[src/sv/sgci_pkg.sv]
package sgci_pkg;

  localparam int SgciSlots      = 4;
  localparam int SgciPlayersDef = 4;

  localparam int DIAL_W  = 8;
  localparam int SW_W    = 4;
  localparam int GEAR_W  = 3;
  localparam int LEVEL_W = 4;
  localparam int SEL_W   = 3;
  localparam int DATA_W  = 8;

  localparam logic [GEAR_W-1:0] GEAR_RESET = GEAR_W'(1);

  typedef enum logic [1:0] {
    REQ_SAMPLE = 2'd0,
    REQ_READ   = 2'd1,
    REQ_WRITE  = 2'd2,
    REQ_NONE   = 2'd3
  } req_t;

  // Comparator results of one player.
  typedef struct packed {
    logic lever;
    logic wheel;
  } cmp_bits_t;

endpackage

[src/sv/sgci_player.sv]
module sgci_player (
  input  logic                              clk,
  input  logic                              rst_n,
  input  logic                              sample_en,
  input  logic [sgci_pkg::DIAL_W-1:0]       dial,
  input  logic [sgci_pkg::SW_W-1:0]         sw,
  input  logic [sgci_pkg::LEVEL_W-1:0]      level,
  output sgci_pkg::cmp_bits_t               cmp
);

  logic [sgci_pkg::DIAL_W-1:0] last_dial_r, last_dial_nxt;
  logic                        dial_half_r, dial_half_nxt;
  logic                        turn_dir_r,  turn_dir_nxt;
  logic [sgci_pkg::GEAR_W-1:0] gear_r,      gear_nxt;
  logic [sgci_pkg::DIAL_W-1:0] diff;
  logic [1:0]                  wheel_sum;

  assign diff = dial - last_dial_r;

  always_comb begin
    last_dial_nxt = last_dial_r;
    dial_half_nxt = dial_half_r;
    turn_dir_nxt  = turn_dir_r;
    gear_nxt      = gear_r;
    if (sample_en) begin
      last_dial_nxt = dial;
      dial_half_nxt = dial[4];
      // a difference of exactly half a turn counts as negative
      if (diff != '0) begin
        turn_dir_nxt = ~diff[sgci_pkg::DIAL_W-1];
      end
      priority if (sw[3]) begin
        gear_nxt = sgci_pkg::GEAR_W'(4);
      end else if (sw[2]) begin
        gear_nxt = sgci_pkg::GEAR_W'(3);
      end else if (sw[1]) begin
        gear_nxt = sgci_pkg::GEAR_W'(2);
      end else if (sw[0]) begin
        gear_nxt = sgci_pkg::GEAR_W'(1);
      end else begin
        gear_nxt = gear_r;
      end
    end
  end

  always_ff @(posedge clk) begin
    if (!rst_n) begin
      last_dial_r <= '0;
      dial_half_r <= 1'b0;
      turn_dir_r  <= 1'b0;
      gear_r      <= sgci_pkg::GEAR_RESET;
    end else begin
      last_dial_r <= last_dial_nxt;
      dial_half_r <= dial_half_nxt;
      turn_dir_r  <= turn_dir_nxt;
      gear_r      <= gear_nxt;
    end
  end

  // Compare against the state as it stands after this transfer.
  assign wheel_sum = {1'b0, dial_half_nxt} + {1'b0, turn_dir_nxt};
  assign cmp.wheel = {wheel_sum, 3'b000} > {1'b0, level};
  assign cmp.lever = {gear_nxt, 2'b00} > {1'b0, level};

  a_gear_range: assert property (@(posedge clk) disable iff (!rst_n)
    (gear_r != '0) && (gear_r <= sgci_pkg::GEAR_W'(4)))
    else $error("gear out of range");

  a_dir_hold: assert property (@(posedge clk) disable iff (!rst_n)
    (!sample_en || (diff == '0)) |=> $stable(turn_dir_r))
    else $error("direction changed without a dial move");

endmodule

[src/sv/steering_gear_comparator_inputs_top.sv]
// Path: a result passes the input register, then the result register, and is
//   presented from the latter; a new item is taken while a result waits.
// Throughput: one item per cycle while the output does not stall.
// Reset: synchronous active-low rst_n clears valids, dial state, direction
//   flops and comparator level, and sets every gear to 1.
module steering_gear_comparator_inputs_top #(
  parameter int PLAYERS = sgci_pkg::SgciPlayersDef
) (
  input  logic        clk,
  input  logic        rst_n,
  input  logic        in_valid,
  output logic        in_ready,
  input  logic [1:0]  in_req_type,
  input  logic [31:0] in_wheel_positions,
  input  logic [15:0] in_lever_switches,
  input  logic [2:0]  in_bit_select,
  input  logic [7:0]  in_latch_value,
  output logic        out_valid,
  input  logic        out_ready,
  output logic [7:0]  out_read_data,
  output logic [7:0]  out_analog_byte
);

  localparam int Slots = sgci_pkg::SgciSlots;

  // Input register stage
  logic                          in_valid_r;
  sgci_pkg::req_t                req_r;
  logic [31:0]                   wheel_r;
  logic [15:0]                   lever_r;
  logic [sgci_pkg::SEL_W-1:0]    sel_r;
  logic [sgci_pkg::LEVEL_W-1:0]  latch_r;

  // Result register stage
  logic                          out_valid_r;
  logic [sgci_pkg::DATA_W-1:0]   read_data_r, read_data_nxt;
  logic [sgci_pkg::DATA_W-1:0]   analog_r;

  logic [sgci_pkg::LEVEL_W-1:0]  level_r, level_nxt;
  logic                          advance;
  logic                          in_xfer;
  logic                          sample_en;
  logic [2*Slots-1:0]            cmp_byte;

  // Move an item into the result register whenever that register is free
  // or drained this cycle; the input register refills in the same cycle.
  assign advance  = in_valid_r && (!out_valid_r || out_ready);
  assign in_ready = !in_valid_r || advance;
  assign in_xfer  = in_valid && in_ready;

  always_ff @(posedge clk) begin
    if (!rst_n) begin
      in_valid_r <= 1'b0;
    end else if (in_ready) begin
      in_valid_r <= in_valid;
    end
  end

  // Payload: hold while stalled, load on transfer.
  always_ff @(posedge clk) begin
    if (in_xfer) begin
      req_r   <= sgci_pkg::req_t'(in_req_type);
      wheel_r <= in_wheel_positions;
      lever_r <= in_lever_switches;
      sel_r   <= in_bit_select;
      latch_r <= in_latch_value[sgci_pkg::LEVEL_W-1:0];
    end
  end

  // Write request loads the shared comparator level.
  assign level_nxt = (advance && (req_r == sgci_pkg::REQ_WRITE)) ? latch_r : level_r;

  always_ff @(posedge clk) begin
    if (!rst_n) begin
      level_r <= '0;
    end else begin
      level_r <= level_nxt;
    end
  end

  assign sample_en = advance && (req_r == sgci_pkg::REQ_SAMPLE);

  // One state slice per player; unused slots read as zero.
  for (genvar n = 0; n < Slots; n++) begin : g_player
    if (n < PLAYERS) begin : g_on
      sgci_pkg::cmp_bits_t cmp;
      sgci_player u_player (
        .clk       (clk),
        .rst_n     (rst_n),
        .sample_en (sample_en),
        .dial      (wheel_r[8*n +: sgci_pkg::DIAL_W]),
        .sw        (lever_r[4*n +: sgci_pkg::SW_W]),
        .level     (level_nxt),
        .cmp       (cmp)
      );
      assign cmp_byte[2*n]   = cmp.wheel;
      assign cmp_byte[2*n+1] = cmp.lever;
    end else begin : g_off
      assign cmp_byte[2*n +: 2] = 2'b00;
    end
  end

  // A read changes no state, so the post-step byte is the byte to read.
  always_comb begin
    read_data_nxt = '0;
    if (req_r == sgci_pkg::REQ_READ) begin
      read_data_nxt[sgci_pkg::DATA_W-1] = cmp_byte[sel_r];
    end
  end

  always_ff @(posedge clk) begin
    if (!rst_n) begin
      out_valid_r <= 1'b0;
    end else if (advance) begin
      out_valid_r <= 1'b1;
    end else if (out_ready) begin
      out_valid_r <= 1'b0;
    end
  end

  always_ff @(posedge clk) begin
    if (advance) begin
      read_data_r <= read_data_nxt;
      analog_r    <= cmp_byte;
    end
  end

  assign out_valid       = out_valid_r;
  assign out_read_data   = read_data_r;
  assign out_analog_byte = analog_r;

  a_level_hold: assert property (@(posedge clk) disable iff (!rst_n)
    !(advance && (req_r == sgci_pkg::REQ_WRITE)) |=> $stable(level_r))
    else $error("comparator level changed without a write");

  a_advance_valid: assert property (@(posedge clk) disable iff (!rst_n)
    advance |=> out_valid_r)
    else $error("result lost after advance");

  a_read_zero: assert property (@(posedge clk) disable iff (!rst_n)
    out_valid_r |-> (read_data_r[sgci_pkg::DATA_W-2:0] == '0))
    else $error("read data low bits not zero");

  a_stall_hold: assert property (@(posedge clk) disable iff (!rst_n)
    (in_valid_r && !advance) |=> (in_valid_r && $stable(req_r) && $stable(sel_r)))
    else $error("stalled input item lost");

endmodule

[config.mk]
export PLATFORM = sky130hd
export DESIGN_NAME = steering_gear_comparator_inputs_top
export DESIGN_NICKNAME = d
export VERILOG_FILES = /design/src/sv/sgci_pkg.sv /design/src/sv/sgci_player.sv /design/src/sv/steering_gear_comparator_inputs_top.sv
export SDC_FILE = /design/constraint.sdc
export NUM_CORES = 1
export LEC_CHECK = 0
export ABC_AREA = 1
export ABC_CLOCK_PERIOD_IN_PS = 3900
export BUFFER_PORTS_ARGS = -buffer_cell sky130_fd_sc_hd__buf_2
export CAP_MARGIN = 20
export CORE_MARGIN = 5
export CORE_UTILIZATION = 40
export DETAILED_ROUTE_END_ITERATION = 7
export SYNTH_ARGS = -nofsm -noshare
export SYNTH_HDL_FRONTEND = slang
export SYNTH_SLANG_ARGS = --single-unit
[constraint.sdc]
create_clock -name clk -period 3.9 [get_ports clk]
set_input_delay 0.195 -clock clk [delete_from_list [all_inputs] [get_ports clk]]
set_output_delay 0.195 -clock clk [all_outputs]
set_load 0.005 [all_outputs]
Yosys cells after proc, flatten, opt, wreduce, memory -nomap -nowiden. Index checks and enable logic that the tools add are counted.

Flip-flop bits (word level): 124. Input port bits: 65. Output and inout port bits: 18. Logic and storage cells: 100.

Add/sub/neg operators: 8. $lt $le $gt $ge: 9. Equality and inequality tests: 2. Mux-type cells: 37. Bitwise operators: 4. Reductions and logical operators: 14.

Operators by type and width (number): 2-to-1 mux 3 bit (20); greater-than comparator 5 x 4 -> 1 bit (8); nonzero test 8 bit (4); subtractor 8 bit (4); 2-to-1 mux 1 bit (15); adder 1 x 1 -> 2 bit (4); logical AND 1 bit (4); < comparator 3 x 4 -> 1 bit (second input constant) (1); 2-to-1 mux 4 bit (1); inverter 1 bit (4); binary-select mux 1 bit (select 3 bit) (1); equality test 2 x 1 -> 1 bit (second input constant) (1); equality test 2 bit (second input constant) (1); zero test 1 bit (2); zero test 2 bit (1); logical OR 1 bit (2); nonzero test 2 bit (1).

Longest topological paths before layout. Gate-level depths: netlist (run 1).

Depth after elaboration: 9. Mapped depth: 24. Gate-level depth less buffers: 24.

By module. From an unflattened synthesis (run 1), not the netlist that was laid out.

Cells, all modules: 772. Area, all modules: 6454.9 µm².

By module, submodules not included: steering_gear_comparator_inputs_top (instances 1, cells an instance 145, area an instance 2453.6 µm², seq. area each 2102.0 µm²); sgci_player at g_player[2].g_on.u_player ... (instances 2, cells an instance 157, area an instance 999.7 µm², seq. area each 260.2 µm²); sgci_player at g_player[0].g_on.u_player (instances 1, cells an instance 157, area an instance 1002.2 µm², seq. area each 260.2 µm²); sgci_player at g_player[1].g_on.u_player (instances 1, cells an instance 156, area an instance 999.7 µm², seq. area each 260.2 µm²).

Least setup slack after synthesis (run 1). OpenSTA, ideal clock, no wires.

Path type: register to register. From: register wheel_r[25]. To: register read_data_r, in the netlist out_read_data[7], data pin. Setup time: 0.253 ns. Arrival time: 2.736 ns. Required time: 3.647 ns. Slack: 0.911 ns. Stages on the path, launching flop included: 19. Path buffers: 0. Period minus slack after synthesis: 2.989 ns. Cell sequence: edfxtp_1 -> ha_1 -> a21o_1 -> or2_2 -> a21oi_1 -> nand4_1 -> nand2_1 -> nand2_1 -> o21ai_1 -> fa_1 -> or2_2 -> nor2_1 -> nand2_1 -> nand2_1 -> nand2_1 -> nand3_1 -> nand2_1 -> nor2_1 -> nor2_1.

Cells in the longest elaborated chain, start to end: 8. Elaborated cells between the ends (all ways): 9. Those cells by class: add/sub (2); order compare (1); mux (4); bitwise (1); reduce/logical (1).

RTL lines: start: declaration (line steering_gear_comparator_inputs_top.sv:29) `logic [31:0] wheel_r;`; start signal: assignment (line steering_gear_comparator_inputs_top.sv:63) `wheel_r <= in_wheel_positions;`; subtractor 8 bit * (line sgci_player.sv:18) `assign diff = dial - last_dial_r;`; nonzero test 8 bit / inverter 1 bit (equally long branches) (line sgci_player.sv:29, sgci_player.sv:30); 2-to-1 mux 1 bit * (line sgci_player.sv:29) `if (diff != '0) begin`; 2-to-1 mux 1 bit * (line sgci_player.sv:25) `if (sample_en) begin`; adder 1 x 1 -> 2 bit * (line sgci_player.sv:61) `assign wheel_sum = {1'b0, dial_half_nxt} + {1'b0, turn_dir_nxt};`; greater-than comparator 5 x 4 -> 1 bit * (line sgci_player.sv:62) `assign cmp.wheel = {wheel_sum, 3'b000} > {1'b0, level};`; binary-select mux 1 bit (select 3 bit) * (line steering_gear_comparator_inputs_top.sv:107) `read_data_nxt[sgci_pkg::DATA_W-1] = cmp_byte[sel_r];`; 2-to-1 mux 1 bit (implied by the code) * (line steering_gear_comparator_inputs_top.sv:107); end signal: assignment (line steering_gear_comparator_inputs_top.sv:123) `read_data_r <= read_data_nxt;`; end: declaration (line steering_gear_comparator_inputs_top.sv:36) `logic [sgci_pkg::DATA_W-1:0] read_data_r, read_data_nxt;`.

Mark *: on every way between the ends. The rest lies on a longest branch, timed or not. The select of a mux whose other input is x is not followed. A chain may end at the register's enable or synchronous reset.

Worst setup path in the final report (run 1).
From: register wheel_r[12]. To: register read_data_r, in the netlist out_read_data[7], data pin.

Cells in the longest elaborated chain, start to end: 8. Elaborated cells between the ends (all ways): 10. Those cells by class: add/sub (2); order compare (1); mux (5); bitwise (1); reduce/logical (1).

RTL lines (line): subtractor 8 bit (sgci_player.sv:18); nonzero test 8 bit / inverter 1 bit (equally long branches) (sgci_player.sv:29, sgci_player.sv:30); 2-to-1 mux 1 bit (sgci_player.sv:29); 2-to-1 mux 1 bit (sgci_player.sv:25); adder 1 x 1 -> 2 bit * (sgci_player.sv:61); greater-than comparator 5 x 4 -> 1 bit * (sgci_player.sv:62); binary-select mux 1 bit (select 3 bit) * (steering_gear_comparator_inputs_top.sv:107); 2-to-1 mux 1 bit (implied by the code) * (steering_gear_comparator_inputs_top.sv:107).

Marked as above.

==> results.md, run 1 <==
- The flow ran to the end, and the final reports show no timing, DRC or antenna violations.
- The clock network burns ~45% of the power.
- sky130_fd_sc_hd__nand2_1 is the most common cell in the netlist.
- Entering global routing, the biggest net connects 65 pins.
- Once the floorplan was initialized, standard cells occupied 40.30% of the core.
- The detailed router placed 4693 vias in this run.
- The number of buffers inserted by port buffering is 71.
- The number of clock sinks seen by CTS is ~120.
- The number of buffers inserted to repair setup after CTS is 0.
- Setup violations remaining at the end of the flow were counted as 0.
- The power per standard cell area is roughly 440 nW/µm².
- The combined buffer and inverter count along the critical path is 0.
- In this run the core area contains 45 standard-cell rows.
- Setup repair after global routing left no endpoint under its margin.
- The static leakage power is 3.383 nW.
- The achievable frequency is 0.3075 GHz.
- The share of flip-flops with an asynchronous set or reset is 0%.
- The endpoint kind of the worst setup timing path is a flip-flop.
- Ranked by instance count, the synthesized netlist is headed by sky130_fd_sc_hd__nand2_1, sky130_fd_sc_hd__inv_1, sky130_fd_sc_hd__edfxtp_1, sky130_fd_sc_hd__a21oi_1, sky130_fd_sc_hd__dfxtp_1.
- In the final routed layout, each cell accounts on average for around 12 µm.
- The net switching fraction of the power is about a quarter.
- The layout cell share with drive strength beyond 1 is 16.85%.
- The post-synthesis to final-layout area growth is 27.59%.
- The family of cells with the greatest summed delay on the critical path is simple AND/OR/NAND/NOR gates.
- The delay contributed by the slowest stage of the critical path is ~0.43 ns.
- The clock tree from TritonCTS is done.
- The core box area is roughly 15000 µm².
- The final period utilization is ~83%.
- The number of antenna cells inserted is 0.
- The post-CTS clock slew at the launch and capture registers of the worst setup and hold paths is ~0.060 ns.
- The net count reported at finish is between 900 and 1000.
- After synthesis, the cell types taking the most area are sky130_fd_sc_hd__edfxtp_1, sky130_fd_sc_hd__dfxtp_1, sky130_fd_sc_hd__ha_1.
- The category of the worst setup path launch point is a flip-flop.
- The count of antenna-violating nets left after detailed routing is 0.
- The clock tree root driver cell is sky130_fd_sc_hd__clkbuf_16.
- The non-filler instance count after layout is approximately 1000.
- The number of different library cells in the post-synthesis netlist is 37.
- The share of synthesized area in the top cell type comes to between 30% and 40%.
- The signal on the critical path passes through ha_1 > a21oi_1 > o21ai_0 > a21oi_1 > and2_1 > nor2_1 > nand3_1 > nand2_1 > nand2_1 > nand2_1 > fa_1 > or2_2 > nor2_1 > nand2_1 > nand2_1 > nand2_1 > nand3_1 > nand3_1 > nand2_1 > nor2_1.
- Summed over all nets, the half-perimeter wirelength after detailed placement is about 8500 µm.
- The total placed cells including tap cells is 905.
- From bottom edge to top edge, the die measures between 100 and 150 µm.
- Once placement finished, the instance area stood at 6555 µm².
- Pin placement for this block handled 83 I/O pins.
- The post-synthesis cell area is ~6100 µm².
- The library cell appearing most often on the critical path is sky130_fd_sc_hd__nand2_1.
- The worst register-to-register path begins at wheel_r[12]$_DFFE_PP_.
- The smallest clock period supported by the final layout is computed as between 3 and 4 ns.
- For this run, the total global-route usage over all layers was measured as ~15%.
- The worst hold path begins at in_valid.
- For this design the total switching power over the nets is 0.0008284 W.
- The total number of yosys warnings is 0.
- Counting every instance in the synthesized netlist gives 660.
- The largest individual stage delay along the critical path comes from the cell sky130_fd_sc_hd__fa_1.
- The max-slew violation count is 0.
- The pin slew with the least headroom to its limit is between 1 and 1.5 ns.
- The overall die area is around 18000 µm².
- In this run, synthesis inferred 66 flip-flops with an integrated enable.
- Internal power comes to approximately 0.0026 W.
- The sequential fraction of design power is a little over two fifths.
- The final clock skew is approximately 0.007 ns.
- After detailed routing, the number of vias per cell comes to ~4.7.
- The number of buffers inserted for hold repair after clock tree synthesis is 57.
- The end point of the worst hold path is in_valid_r$_SDFFE_PN0N_.
- For the final routed database, the setup TNS stands at 0 ns.
- In this run the mean area of a mapped cell was 9.179 µm².
- The worst slew margin relative to its limit is 29.30%.
- After synthesis, flip-flops and latches occupy between 50 and 60% of the total area.
- The tool flagged a number of max-cap violations equal to 0.
- At the worst endpoint, the required time is slightly above 4 ns.
- The peak fanout along the critical path is 5.
- Clock latency on the worst-skew pair, taken at its later pin, is 0.41 ns.
- The maximum clock path buffer count is 2.
- The hold path depth is 3.
- Of all cell types, the one taking the most synthesized area is sky130_fd_sc_hd__edfxtp_1.
- The final count of hold timing violations is 0.
- The H-tree was split into 4 levels.
- Data arrives at the worst endpoint at 3.42 ns.
- The worst register-to-register path ends at out_read_data[7]$_SDFFCE_PP0P_.
- After the first detailed-routing iteration, the DRC count stood at around 160.
- The worst min-delay path class is input port to flip-flop.
- The synthesized design contains roughly 120 register bits.
- Of the total power, combinational logic draws ~12%.
- The worst supply voltage drop on vdd is between 200 and 300 µV.
- Gates resized during post-CTS repair numbered 0.
- The most frequently used flop master after synthesis is sky130_fd_sc_hd__edfxtp_1.
- The depth of the worst register-to-register path is 20.
- The number of antenna violations at the first check in global routing came to 0.
- The power after layout is around 0.0034 W.
- The utilization of the core after routing is ~50%.
- In this run the worst setup path begins at wheel_r[12]$_DFFE_PP_.
- The number of clock buffers added by TritonCTS is 17.
- The first-pass GRT wire length is 21160 µm.
- The weighted congestion reported at the end of routability-driven placement is 0.8223.
- The classification of the worst setup path is flip-flop to flip-flop.
- The DRC violation count after routing is 0.
- In this run the register-to-register setup slack is between 0.6 and 0.7 ns.
- The final instance area is roughly 7700 µm².
- In this run the horizontal extent of the chip is between 100 and 150 µm.
- The detailed-routing iteration count for the pre-antenna-repair pass is 5.
- The number of global-route vias before repair is ~4800.
- The total grt overflow is 0.
- After detailed routing, the total wire length is about 12000 µm.
layout make-up:
class                      instances  area (µm²)
fill                            1369        7303
sequential                       124        3143
multi-input combinational        413        2401
timing repair buffer             132       968.4
clock buffer                      19       442.9
inverter                         106       397.9
tap                              188       235.2
clock inverter                    13       141.4
worst register-to-register path, delay by kind of cell, from the launching register on:
family | cells | cell delay, ns
simple gates | 15 | 1.33
fa+ha+maj | 2 | 0.79
compound gates | 3 | 0.51
flops | 1 | 0.39
cell families (layout without fill, tap and decap cells):
group                    Yosys count  in the layout  synth area share (%)
buffers and inverters            129            270                 8.860
AND/OR/NAND/NOR                  210            210                 15.22
other                              1              7               0.06190
XOR/XNOR                          11             11                 1.590
AO/OA/AOI/OAI                    141            141                 12.80
flip-flops                       124            124                 51.88
adder cells (fa/ha/maj)           44             44                 9.583
through the flow:
stage          setup slack [ns]  hold WS (ns)
2_1_floorplan            0.9113        0.2939
3_3_place_gp             0.6658        0.3716
3_5_place_dp             0.6458        0.3731
4_1_cts                  0.6268       0.07884
5_1_grt                  0.2632        0.1067
6_report                 0.6479        0.1059
power by group through the flow:
stage                     Sequential (W)  Combinational (W)  Clock [W]
after global placement           0.00150           0.000335          0
after floorplan                  0.00150           0.000256          0
after detailed placement         0.00150           0.000349          0
after global routing             0.00148           0.000454    0.00165
final                            0.00148           0.000394    0.00154
after CTS                        0.00148           0.000394    0.00159
sequential cells by signal (all words and copies together), names as in the netlist:
register,flops
g_player.g_on.u_player.last_dial_r,32
level_r,4
req_r,2
g_player.g_on.u_player.gear_r,12
in_valid_r,1
latch_r,4
g_player.g_on.u_player.turn_dir_r,4
out_analog_byte,8
g_player.g_on.u_player.dial_half_r,4
sel_r,3
out_valid,1
wheel_r,32
lever_r,16
out_read_data,1
worst max-delay path by stage:
stage | end | slack [ns] | cells after the start
3_3_place_gp | out_read_data[7]$_SDFFCE_PP0P_ | 0.67 | 18
2_1_floorplan | out_read_data[7]$_SDFFCE_PP0P_ | 0.91 | 18
5_1_grt | out_read_data[7]$_SDFFCE_PP0P_ | 0.26 | 17
3_5_place_dp | out_read_data[7]$_SDFFCE_PP0P_ | 0.65 | 20
6_report | out_read_data[7]$_SDFFCE_PP0P_ | 0.65 | 20
4_1_cts | out_read_data[7]$_SDFFCE_PP0P_ | 0.63 | 20
metal layers:
metal | wire length [µm] | up-vias | GRT usage, %
li1 | - | 2430 | -
met1 | 5518 | 2149 | 17.52
met2 | 6153 | 96 | 25.42
met3 | 517 | 18 | 3.536
met4 | 225 | 0 | 6.813
met5 | 0 | - | 0
placed cells by master (no fill, tap or decap), types with 2 or more instances in the layout:
| cell type | instances |
|---|---|
| sky130_fd_sc_hd__buf_2 | 71 |
| sky130_fd_sc_hd__inv_1 | 98 |
| sky130_fd_sc_hd__nand4_1 | 4 |
| sky130_fd_sc_hd__nor2_1 | 39 |
| sky130_fd_sc_hd__clkinv_2 | 3 |
| sky130_fd_sc_hd__or2_2 | 6 |
| sky130_fd_sc_hd__clkinvlp_4 | 3 |
| sky130_fd_sc_hd__a22oi_1 | 4 |
| sky130_fd_sc_hd__and2_2 | 2 |
| sky130_fd_sc_hd__nand2_2 | 3 |
| sky130_fd_sc_hd__o21ai_0 | 39 |
| sky130_fd_sc_hd__ha_1 | 40 |
| sky130_fd_sc_hd__o21bai_1 | 5 |
| sky130_fd_sc_hd__and2_1 | 2 |
| sky130_fd_sc_hd__inv_6 | 2 |
| sky130_fd_sc_hd__bufinv_16 | 2 |
| sky130_fd_sc_hd__a21o_1 | 4 |
| sky130_fd_sc_hd__fa_1 | 4 |
| sky130_fd_sc_hd__edfxtp_1 | 66 |
| sky130_fd_sc_hd__nor2_4 | 2 |
| sky130_fd_sc_hd__dfxtp_1 | 58 |
| sky130_fd_sc_hd__clkbuf_16 | 17 |
| sky130_fd_sc_hd__o21ai_1 | 16 |
| sky130_fd_sc_hd__clkinv_4 | 3 |
| sky130_fd_sc_hd__xnor2_1 | 6 |
| sky130_fd_sc_hd__a21oi_1 | 64 |
| sky130_fd_sc_hd__nor3_1 | 7 |
| sky130_fd_sc_hd__xor2_1 | 5 |
| sky130_fd_sc_hd__conb_1 | 7 |
| sky130_fd_sc_hd__buf_4 | 3 |
| sky130_fd_sc_hd__o21ai_2 | 5 |
| sky130_fd_sc_hd__inv_2 | 8 |
| sky130_fd_sc_hd__nand3_1 | 21 |
| sky130_fd_sc_hd__o211ai_1 | 2 |
| sky130_fd_sc_hd__nand2_1 | 116 |
| sky130_fd_sc_hd__dlygate4sd3_1 | 57 |
| sky130_fd_sc_hd__nand3b_1 | 5 |
(Power assumes the default switching activity.)
==> run 2: changes to the inputs <==
--- a/config.mk
+++ b/config.mk
@@ -6,7 +6,7 @@
 export NUM_CORES = 1
 export LEC_CHECK = 0
 export ABC_AREA = 1
-export ABC_CLOCK_PERIOD_IN_PS = 3900
+export ABC_CLOCK_PERIOD_IN_PS = 3100
 export BUFFER_PORTS_ARGS = -buffer_cell sky130_fd_sc_hd__buf_2
 export CAP_MARGIN = 20
 export CORE_MARGIN = 5
==> constraint.sdc (replaced) <==
create_clock -name clk -period 3.1 [get_ports clk]
set_input_delay 0.155 -clock clk [delete_from_list [all_inputs] [get_ports clk]]
set_output_delay 0.155 -clock clk [all_outputs]
set_load 0.005 [all_outputs]
==> run 2 against run 1 <==
  * The flow now finishes with violations (setup timing)
  * Worst hold slack lost 0.039 ns
  * Cell count grew 2.1%
  * Global-route usage grew 0.34 points
  * Sequential power grew 26%
  * Largest cell class unchanged
  * Fmax grew 4.8%
  * Critical endpoint unchanged
  * Critical path type unchanged
==> results.md, run 2 (synthesis results as in run 1) <==
- The run finished, with violations left.
- The final reports fail on setup timing.
- The maximum clock path buffer count is 2 (unchanged).
- The final count of negative-setup-slack endpoints is 1 (+1).
- The worst slew margin relative to its limit came to 32.52% (+3.2 points).
- The starting DRC count in detailed routing is 200 (+22%).
- The total wire length came to 12920 µm (+4.1%).
- The first-pass GRT wire length came to 21670 µm (+2.4%).
- The classification of the worst setup path is flip-flop to flip-flop.
- The weighted congestion reported at the end of routability-driven placement came to 0.8354 (+1.6%).
- The worst setup path is launched from a flip-flop.
- The minimum clock period after layout was 3.103 ns (-0.1491 ns).
- The required time of the critical path is 3.27 ns (-0.80 ns).
- The max-slew violation count is 0 (unchanged).
- The overall die area is 17710 µm² (unchanged).
- The arrival time of the worst setup path is 3.27 ns (-0.15 ns).
- The peak fanout along the critical path is 3 (-2).
- The total grt overflow was 0 (unchanged).
- The net count reported at finish is 924 (+2.3%).
- The core box area is 15030 µm² (unchanged).
- The min-delay analysis places its worst path in the category input port to flip-flop.
- The count of vias placed by the detailed router is 4850 (+3.3%).
- The post-placement cell area is 6688 µm² (+2.0%).
- In this design, the largest share of critical-path delay is due to simple AND/OR/NAND/NOR gates.
- Setup repair after global routing could not meet its margin everywhere.
- The clock tree root driver cell is sky130_fd_sc_hd__clkbuf_16.
- The post-placement setup slack is -0.1131 ns (-0.7589 ns).
- The placed wire-length estimate after detailed placement is 8577 µm (+0.69%).
- The pin slew with the least headroom to its limit is 1.011 ns (-0.04825 ns).
- The mean number of vias per cell is 4.774 (+1.2%).
- The post-synthesis to final-layout area growth is 34.14%.
- On the critical path, the stage with the largest delay is an instance of sky130_fd_sc_hd__edfxtp_1.
- The clock tree from TritonCTS is done.
- The top cell types in the final layout, fill and taps aside, are sky130_fd_sc_hd__nand2_1, sky130_fd_sc_hd__inv_1, sky130_fd_sc_hd__buf_2.
- The final count of hold timing violations is 0 (unchanged).
- Counting stages on the worst path, the most repeated cell is sky130_fd_sc_hd__nand2_1.
- The critical path goes through ha_4 > inv_2 > o21bai_1 > a21o_1 > nand2_1 > o21ai_1 > nand3_1 > o21ai_1 > nand2_1 > nand2_2 > fa_1 > or2_4 > nor2_2 > nand2_1 > nand2_2 > nand2_1 > nand3_1 > nand3_1 > nand2_1 > nor2_1.
- The DRC violation count after routing came to 0 (unchanged).
- Leaving out fill and tap cells, the most frequent cell in the layout is sky130_fd_sc_hd__nand2_1.
- The TritonCTS buffer count came to 17 (unchanged).
- The number of buffers inserted by port buffering is 71 (unchanged).
- The maximum level of the CTS H-tree is 4 (unchanged).
- The count of maximum capacitance violations is 0 (unchanged).
- The final clock skew is 0.006066 ns (-0.001122 ns).
- The delay contributed by the slowest stage of the critical path is 0.43 ns (about the same).
- The number of clock sinks seen by CTS is 124 (unchanged).
- The final period utilization is 100.1% (+17 points).
- The largest registers in the layout are g_player.g_on.u_player.last_dial_r x32, wheel_r x32, lever_r x16.
- The power per standard cell area was 545.3 nW/µm² (+23%).
- The utilization of the core after routing is 54.06% (+2.6 points).
- The number of antenna cells inserted is 0 (unchanged).
- The static leakage power was 3.506 nW (+3.6%).
- The post-CTS clock slew at the launch and capture registers of the worst setup and hold paths is 0.06 ns (about the same).
- The count of antenna-violating nets left after detailed routing is 0 (unchanged).
- The overall die height was 133.1 µm (unchanged).
- The achievable frequency is 0.3223 GHz (+4.8%).
- The starting density of the core is 40.30% (unchanged).
- The number of global-route vias before repair is 4950 (+4.1%).
- The layout cell share with drive strength beyond 1 is 24.03% (+7.2 points).
- The endpoint kind of the worst setup timing path is a flip-flop.
- The pin count of the biggest net entering global routing came to 65 (unchanged).
- The top-level port count came to 83 (unchanged).
- The worst supply voltage drop on vdd is 518.8 µV (+78%).
- The combined buffer and inverter count along the critical path is 1 (+1).
- The average routed wire per standard cell is 12.72 µm (+1.9%).
- The number of standard-cell rows in the floorplan is 45 (unchanged).
- The final instance area is 8127 µm² (+5.1%).
- The worst-case setup margin in the final layout is -0.003005 ns (-0.6509 ns).
- The detailed-routing iteration count for the pre-antenna-repair pass is 4 (-1).
- The later-pin clock latency in the skew report is 0.41 ns (about the same).
- The combined global-route utilization of all metal layers is 15.14% (+0.34 points).
- The width of the chip is 133.1 µm (unchanged).
- The number of antenna violations at the first check in global routing is 0 (unchanged).
==> run 2: cell count changes in the layout (fill, tap and decap cells not counted), moves of 4 or more <==
cell                      before  now
sky130_fd_sc_hd__buf_4         3   23
sky130_fd_sc_hd__a21oi_2       0    6
sky130_fd_sc_hd__o21ai_0      39   34
sky130_fd_sc_hd__ha_4          0    8
sky130_fd_sc_hd__nor2_1       39   35
sky130_fd_sc_hd__nand2_2       3   13
sky130_fd_sc_hd__nand2_1     116  106
sky130_fd_sc_hd__o21ai_2       5   11
sky130_fd_sc_hd__inv_1        98   94
sky130_fd_sc_hd__a21oi_1      64   58
sky130_fd_sc_hd__ha_1         40   31
==> run 2: cell type report <==
type	count	area, µm²
tap	188	235.2
fill	1367	6907
sequential	124	3143
clock buffer	17	425.4
inverter	106	400.4
multi-input combinational	413	2623
timing repair buffer	153	1130
clock inverter	15	170.2
==> run 2: power breakdown <==
group          switching, W  leakage (nW)  total [W]  internal [W]
clock network      0.000730         0.284    0.00199       0.00126
logic              0.000301          2.11   0.000582      0.000281
registers         0.0000414          1.11    0.00186       0.00182
total               0.00107          3.51    0.00443       0.00336
==> run 2: what timing repair did <==
item / 4_1_cts / 5_1_grt
buffers inserted: 3 / 4
setup endpoints to repair: 1 / 4
hold endpoints to repair: 57 / 0
resized for setup: 17 / 37
pin swaps: 18 / 41
hold buffers: 57 / 0
==> run 2: worst paths after layout <==
kind | slack (ns) | to | start | cells after the start
setup / recovery | -0.003 | out_read_data[7]$_SDFFCE_PP0P_ | wheel_r[1]$_DFFE_PP_ | 20
hold / removal | 0.07 | in_valid_r$_SDFFE_PN0N_ | in_valid | 3
setup reg to reg | -0.003 | out_read_data[7]$_SDFFCE_PP0P_ | wheel_r[1]$_DFFE_PP_ | 20
hold reg to reg | 0.46 | g_player[0].g_on.u_player.last_dial_r[3]$_SDFFE_PN0P_ | g_player[0].g_on.u_player.last_dial_r[3]$_SDFFE_PN0P_ | 2
==> run 2: worst min-delay path: cells and delay by family <==
family          cells  cell delay, ns
buf+inv             1            0.09
simple gates        1            0.10
compound gates      1            0.07
==> run 2: routing by layer <==
metal / share of wire [%] / up-vias / track usage (%)
met1: 44 / 2266 / 17.62
li1: - / 2476 / -
met5: 0 / - / 0
met3: 4.5 / 17 / 4.411
met4: 1.7 / 0 / 5.774
met2: 50 / 91 / 26.33
==> run 2: stage by stage <==
stage / TNS [ns] / hold slack, ns / instances / total power (W)
floorplan: 0 / 0.2539 / 666 / 0.002204
global placement: -0.05982 / 0.3312 / 921 / 0.002334
detailed placement: -0.1131 / 0.3331 / 921 / 0.002354
CTS: 0 / 0.04776 / 1013 / 0.004438
global route: -0.3644 / 0.07431 / 1016 / 0.004652
finish: -0.003005 / 0.06708 / 1016 / 0.004431
==> run 3: changes to the inputs <==
--- a/config.mk
+++ b/config.mk
@@ -5,7 +5,6 @@
 export SDC_FILE = /design/constraint.sdc
 export NUM_CORES = 1
 export LEC_CHECK = 0
-export ABC_AREA = 1
 export ABC_CLOCK_PERIOD_IN_PS = 3100
 export BUFFER_PORTS_ARGS = -buffer_cell sky130_fd_sc_hd__buf_2
 export CAP_MARGIN = 20
@@ -15,3 +14,4 @@
 export SYNTH_ARGS = -nofsm -noshare
 export SYNTH_HDL_FRONTEND = slang
 export SYNTH_SLANG_ARGS = --single-unit
+export TNS_END_PERCENT = 20
==> run 3 against run 2 <==
  * Synthesized cell count decreased by 12%
  * Critical path type unchanged
  * Largest cell class unchanged
  * Routed wire length grew 5.6%
  * Register-to-register slack got worse by 0.16 ns
  * Worst hold slack better by 0.30 ns
  * Non-clock buffer count up 25
  * Largest power group unchanged
  * Die area down 1.7%
  * The flow still finishes with violations (setup timing)
  * Clock skew increased by 0.0022 ns
  * Sequential cell count unchanged
  * Synthesized area decreased by 1.9%
  * Setup slack lost 0.16 ns
  * Highest routed layer unchanged
  * Final area increased by 1.1%
==> results.md, run 3 <==
- Leaving out fill and tap cells, the most frequent cell in the layout is sky130_fd_sc_hd__nand2_1.
- The library cells used most frequently in the layout, excluding fill and tap cells, are sky130_fd_sc_hd__nand2_1, sky130_fd_sc_hd__buf_2, sky130_fd_sc_hd__edfxtp_1.
- The mean number of vias per cell was 4.951 (+3.7%).
- The family of cells with the greatest summed delay on the critical path is compound AO/OA/AOI/OAI gates.
- The maximum level of the CTS H-tree is 4 (unchanged).
- Traced cell by cell, the critical path runs through ha_4 > nor2b_1 > o211ai_1 > buf_4 > a311oi_2 > or3_1 > a31oi_2 > or2_1 > fa_1 > nor2_2 > a21oi_2 > o21a_1 > a221o_1.
- The width of the chip was 131.9 µm (-0.88%).
- The number of fillers in the final layout came to 1235 (-9.7%).
- Ranked by total cell area, the synthesized netlist is headed by sky130_fd_sc_hd__edfxtp_1, sky130_fd_sc_hd__dfxtp_1, sky130_fd_sc_hd__ha_1.
- The arrival time of the worst setup path is 3.42 ns (+0.15 ns).
- The number of standard-cell rows in the floorplan is 44 (-2.2%).
- The share of flip-flops with an asynchronous set or reset is 0% (unchanged).
- The final clock skew was 0.008243 ns (+0.002177 ns).
- The run finished, with violations left.
- The starting density of the core is 40.90% (+0.60 points).
- The final count of negative-setup-slack endpoints was 1 (unchanged).
- The later-pin clock latency in the skew report is 0.41 ns (about the same).
- The tree is rooted in a sky130_fd_sc_hd__clkbuf_16.
- The relative contribution of combinational cells to total power was 10.9% (-2.2 points).
- The max-slew violation count is 0 (unchanged).
- The global routing's busiest layer is met2.
- The net switching fraction of the power is 21.66% (-2.5 points).
- The most frequently used flop master after synthesis is sky130_fd_sc_hd__edfxtp_1.
- The delay contributed by the slowest stage of the critical path came to 0.43 ns (about the same).
- The achievable frequency is 0.3069 GHz (-4.8%).
- The register-to-register setup slack is -0.16 ns (-0.16 ns).
- The first-pass GRT wire length is 23000 µm (+6.1%).
- The maximum clock path buffer count was 2 (unchanged).
- The post-synthesis cell area is 5944 µm² (-1.9%).
- The total placed cells including tap cells came to 864 (-6.2%).
- The largest registers in the layout are g_player.g_on.u_player.last_dial_r x32, wheel_r x32, lever_r x16.
- The required time of the critical path is 3.26 ns (about the same).
- The fraction of the yosys area taken by sequential cells was 52.87% (+0.99 points).
- Ranked by instance count, the synthesized netlist is headed by sky130_fd_sc_hd__nand2_1, sky130_fd_sc_hd__edfxtp_1, sky130_fd_sc_hd__a21oi_1, sky130_fd_sc_hd__dfxtp_1, sky130_fd_sc_hd__inv_1.
- The met2 track utilization from global routing was 26.08% (-0.25 points).
- The total grt overflow is 0 (unchanged).
- The post-synthesis area per instance came to 10.21 µm² (+11%).
- The clock tree from TritonCTS is done.
- The final count of hold timing violations is 0 (unchanged).
- The pin count of the biggest net entering global routing is 45 (-31%).
- The cell type of the slowest stage on the worst timing path is sky130_fd_sc_hd__edfxtp_1.
- The starting DRC count in detailed routing is 258 (+29%).
- The pin slew with the least headroom to its limit is 0.7169 ns (-0.2943 ns).
- The biggest area contributor in the post-synthesis netlist is sky130_fd_sc_hd__edfxtp_1.
- The top-level port count was 83 (unchanged).
- The met3 global-route usage is 5.267% (+0.86 points).
- The TritonCTS buffer count came to 17 (unchanged).
- The overall die height was 131.9 µm (-0.88%).
- In the post-synthesis netlist, the cell with the most instances is sky130_fd_sc_hd__nand2_1.
- The worst hold path begins at out_ready.
- The final reports fail on setup timing.
- The synthesis-stage register bit count is 124 (unchanged).
- The met1 usage is 20.29% (+2.7 points).
- The overall die area is 17400 µm² (-1.7%).
- The worst-case setup margin in the final layout is -0.1589 ns (-0.1559 ns).
- STA classifies the critical path endpoint as a flip-flop.
- The number of global-route vias before repair was 4867 (-1.7%).
- The number of clock sinks seen by CTS was 124 (unchanged).
- The internal power contribution was 0.003596 W (+7.1%).
- The peak fanout along the critical path is 5 (+2).
- The number of buffers inserted by port buffering is 71 (unchanged).
- The count of antenna-violating nets left after detailed routing was 0 (unchanged).
- The combined global-route utilization of all metal layers is 16.23% (+1.1 points).
- The reported net switching power is 0.0009943 W (-7.3%).
- The net count reported at finish came to 870 (-5.8%).
- In this run the worst hold path is classified as input port to flip-flop.
- The depth of the worst register-to-register path is 13 (-35%).
- The number of enable-type register cells in the synthesized netlist is 66 (unchanged).
- The path with the worst hold slack has its endpoint at level_r[0]$_SDFF_PN0_.
- The placed wire-length estimate after detailed placement is 9209 µm (+7.4%).
- The sequential fraction of design power is 40.5% (-1.5 points).
- Setup repair after global routing could not meet its margin everywhere.
- The hold path depth is 5 (+2).
- The minimum clock period after layout was 3.259 ns (+0.1559 ns).
- The DRC violation count after routing is 0 (unchanged).
- The post-synthesis to final-layout area growth is 38.18%.
- The count of maximum capacitance violations is 0 (unchanged).
- The number of antenna cells inserted came to 0 (unchanged).
- The number of antenna violations at the first check in global routing is 0 (unchanged).
- The portion of total power attributed to the clock network is 48.7% (+3.8 points).
- The startpoint of the lowest-slack register-to-register path is wheel_r[9]$_DFFE_PP_.
- The area share of the largest cell type after synthesis is 33.34% (+0.63 points).
- The non-filler instance count after layout is 958 (-5.7%).
- The number of different library cells in the post-synthesis netlist is 60 (+62%).
- The core box area is 14530 µm² (-3.3%).
- The worst slew margin relative to its limit was 52.21% (+20 points).
- The capture instance of the worst register-to-register path is out_read_data[7]$_SDFFCE_PP0P_.
- The tightest hold margin is 0.3673 ns (+0.3003 ns).
- The detailed-routing iteration count for the pre-antenna-repair pass came to 4 (unchanged).
- The layout cell share with drive strength beyond 1 is 23.26% (-0.78 points).
- The post-CTS clock slew at the launch and capture registers of the worst setup and hold paths is 0.06 ns (about the same).
- The category of the worst setup path launch point is a flip-flop.
- The static leakage power is 3.283 nW (-6.4%).
- The weighted congestion reported at the end of routability-driven placement is 0.8540 (+2.2%).
- The number of instances in the synthesized netlist was 582 (-12%).
- The power per standard cell area came to 558.9 nW/µm² (+2.5%).
- The final period utilization is 105.1% (+5.0 points).
- The combined buffer and inverter count along the critical path is 1 (unchanged).
- The average routed wire per standard cell is 14.24 µm (+12%).
- The worst supply voltage drop on vdd is 386.8 µV (-25%).
- The total wire length is 13640 µm (+5.6%).
- The total number of yosys warnings is 0 (unchanged).
- The count of vias placed by the detailed router is 4743 (-2.2%).
- The critical path in this run is classified as flip-flop to flip-flop.
[run 3: timing repair]
item	in CTS	in global routing
endpoints found under the hold margin	59	0
buffers inserted	1	2
endpoints found under the setup margin	1	1
gates resized for setup	6	15
pin swaps	8	12
hold buffers	59	0
[run 3: through the flow]
stage | power, W | cell area [µm²] | setup TNS (ns) | setup slack (ns) | utilization, %
after CTS | 0.004614 | 8123 | -0.2133 | -0.2133 | 55.89
final | 0.004591 | 8214 | -0.1589 | -0.1589 | 56.52
after detailed placement | 0.002303 | 6830 | -0.3271 | -0.3271 | 47.00
after global placement | 0.002292 | 6830 | -0.2399 | -0.2399 | 47.00
after floorplan | 0.002134 | 5986 | -0.08338 | -0.08338 | -
after global routing | 0.004781 | 8214 | -0.3299 | -0.3299 | 56.52
[run 3: area by class of cell]
| class | count | area [µm²] | share of cell area [%] |
|---|---|---|---|
| well taps | 184 | 230.2 | 2.803 |
| flip-flops and latches | 124 | 3143 | 38.26 |
| clock inverters | 12 | 217.7 | 2.650 |
| repair buffers | 178 | 1356 | 16.51 |
| clock buffers | 20 | 446.7 | 5.438 |
| inverters | 46 | 172.7 | 2.102 |
| multi-input cells | 394 | 2648 | 32.23 |
[run 3: power by group through the flow]
| stage | sequential, W | combinational [W] | clock [W] |
|---|---|---|---|
| global route | 0.00187 | 0.000559 | 0.00236 |
| detailed placement | 0.00189 | 0.000414 | 0 |
| global placement | 0.00189 | 0.000404 | 0 |
| floorplan | 0.00188 | 0.000255 | 0 |
| finish | 0.00186 | 0.000499 | 0.00223 |
| CTS | 0.00186 | 0.000483 | 0.00227 |
[run 3: cells by family (layout without fill, tap and decap cells)]
logic type	count (synthesis)	after routing	share of synthesized area, %
AOI/OAI and AO/OA	142	142	15.16
other	1	7	0.06308
buffers and inverters	70	256	5.199
DFF	124	124	52.87
xor gates and xnor gates	10	10	1.473
adders and majority gates	44	44	9.766
muxes	3	3	0.5893
and+or+nand+nor	188	188	14.88
[run 3: how the worst max path moves through the flow]
stage                               startpoint                              to  slack [ns]  depth (start not counted)
after floorplan           wheel_r[9]$_DFFE_PP_  out_read_data[7]$_SDFFCE_PP0P_       -0.08                         12
after global placement    wheel_r[5]$_DFFE_PP_  out_read_data[7]$_SDFFCE_PP0P_       -0.24                         12
after detailed placement  wheel_r[5]$_DFFE_PP_  out_read_data[7]$_SDFFCE_PP0P_       -0.33                         12
after CTS                 wheel_r[5]$_DFFE_PP_  out_read_data[7]$_SDFFCE_PP0P_       -0.21                         12
after global routing      wheel_r[9]$_DFFE_PP_  out_read_data[7]$_SDFFCE_PP0P_       -0.33                         13
final                     wheel_r[9]$_DFFE_PP_  out_read_data[7]$_SDFFCE_PP0P_       -0.16                         13
[run 3: layer usage]
layer / part of all wire (%) / routed length (µm)
met5: 0 / 0
met4: 1.2 / 165
met1: 46 / 6309
met2: 47 / 6477
met3: 5.1 / 691
[run 3: tightest hold or removal path, delay by kind of cell]
kind                   cells  cell delay [ns]
AND/OR/NAND/NOR            3             0.41
buffers and inverters      1             0.10
AO/OA/AOI/OAI              1             0.06
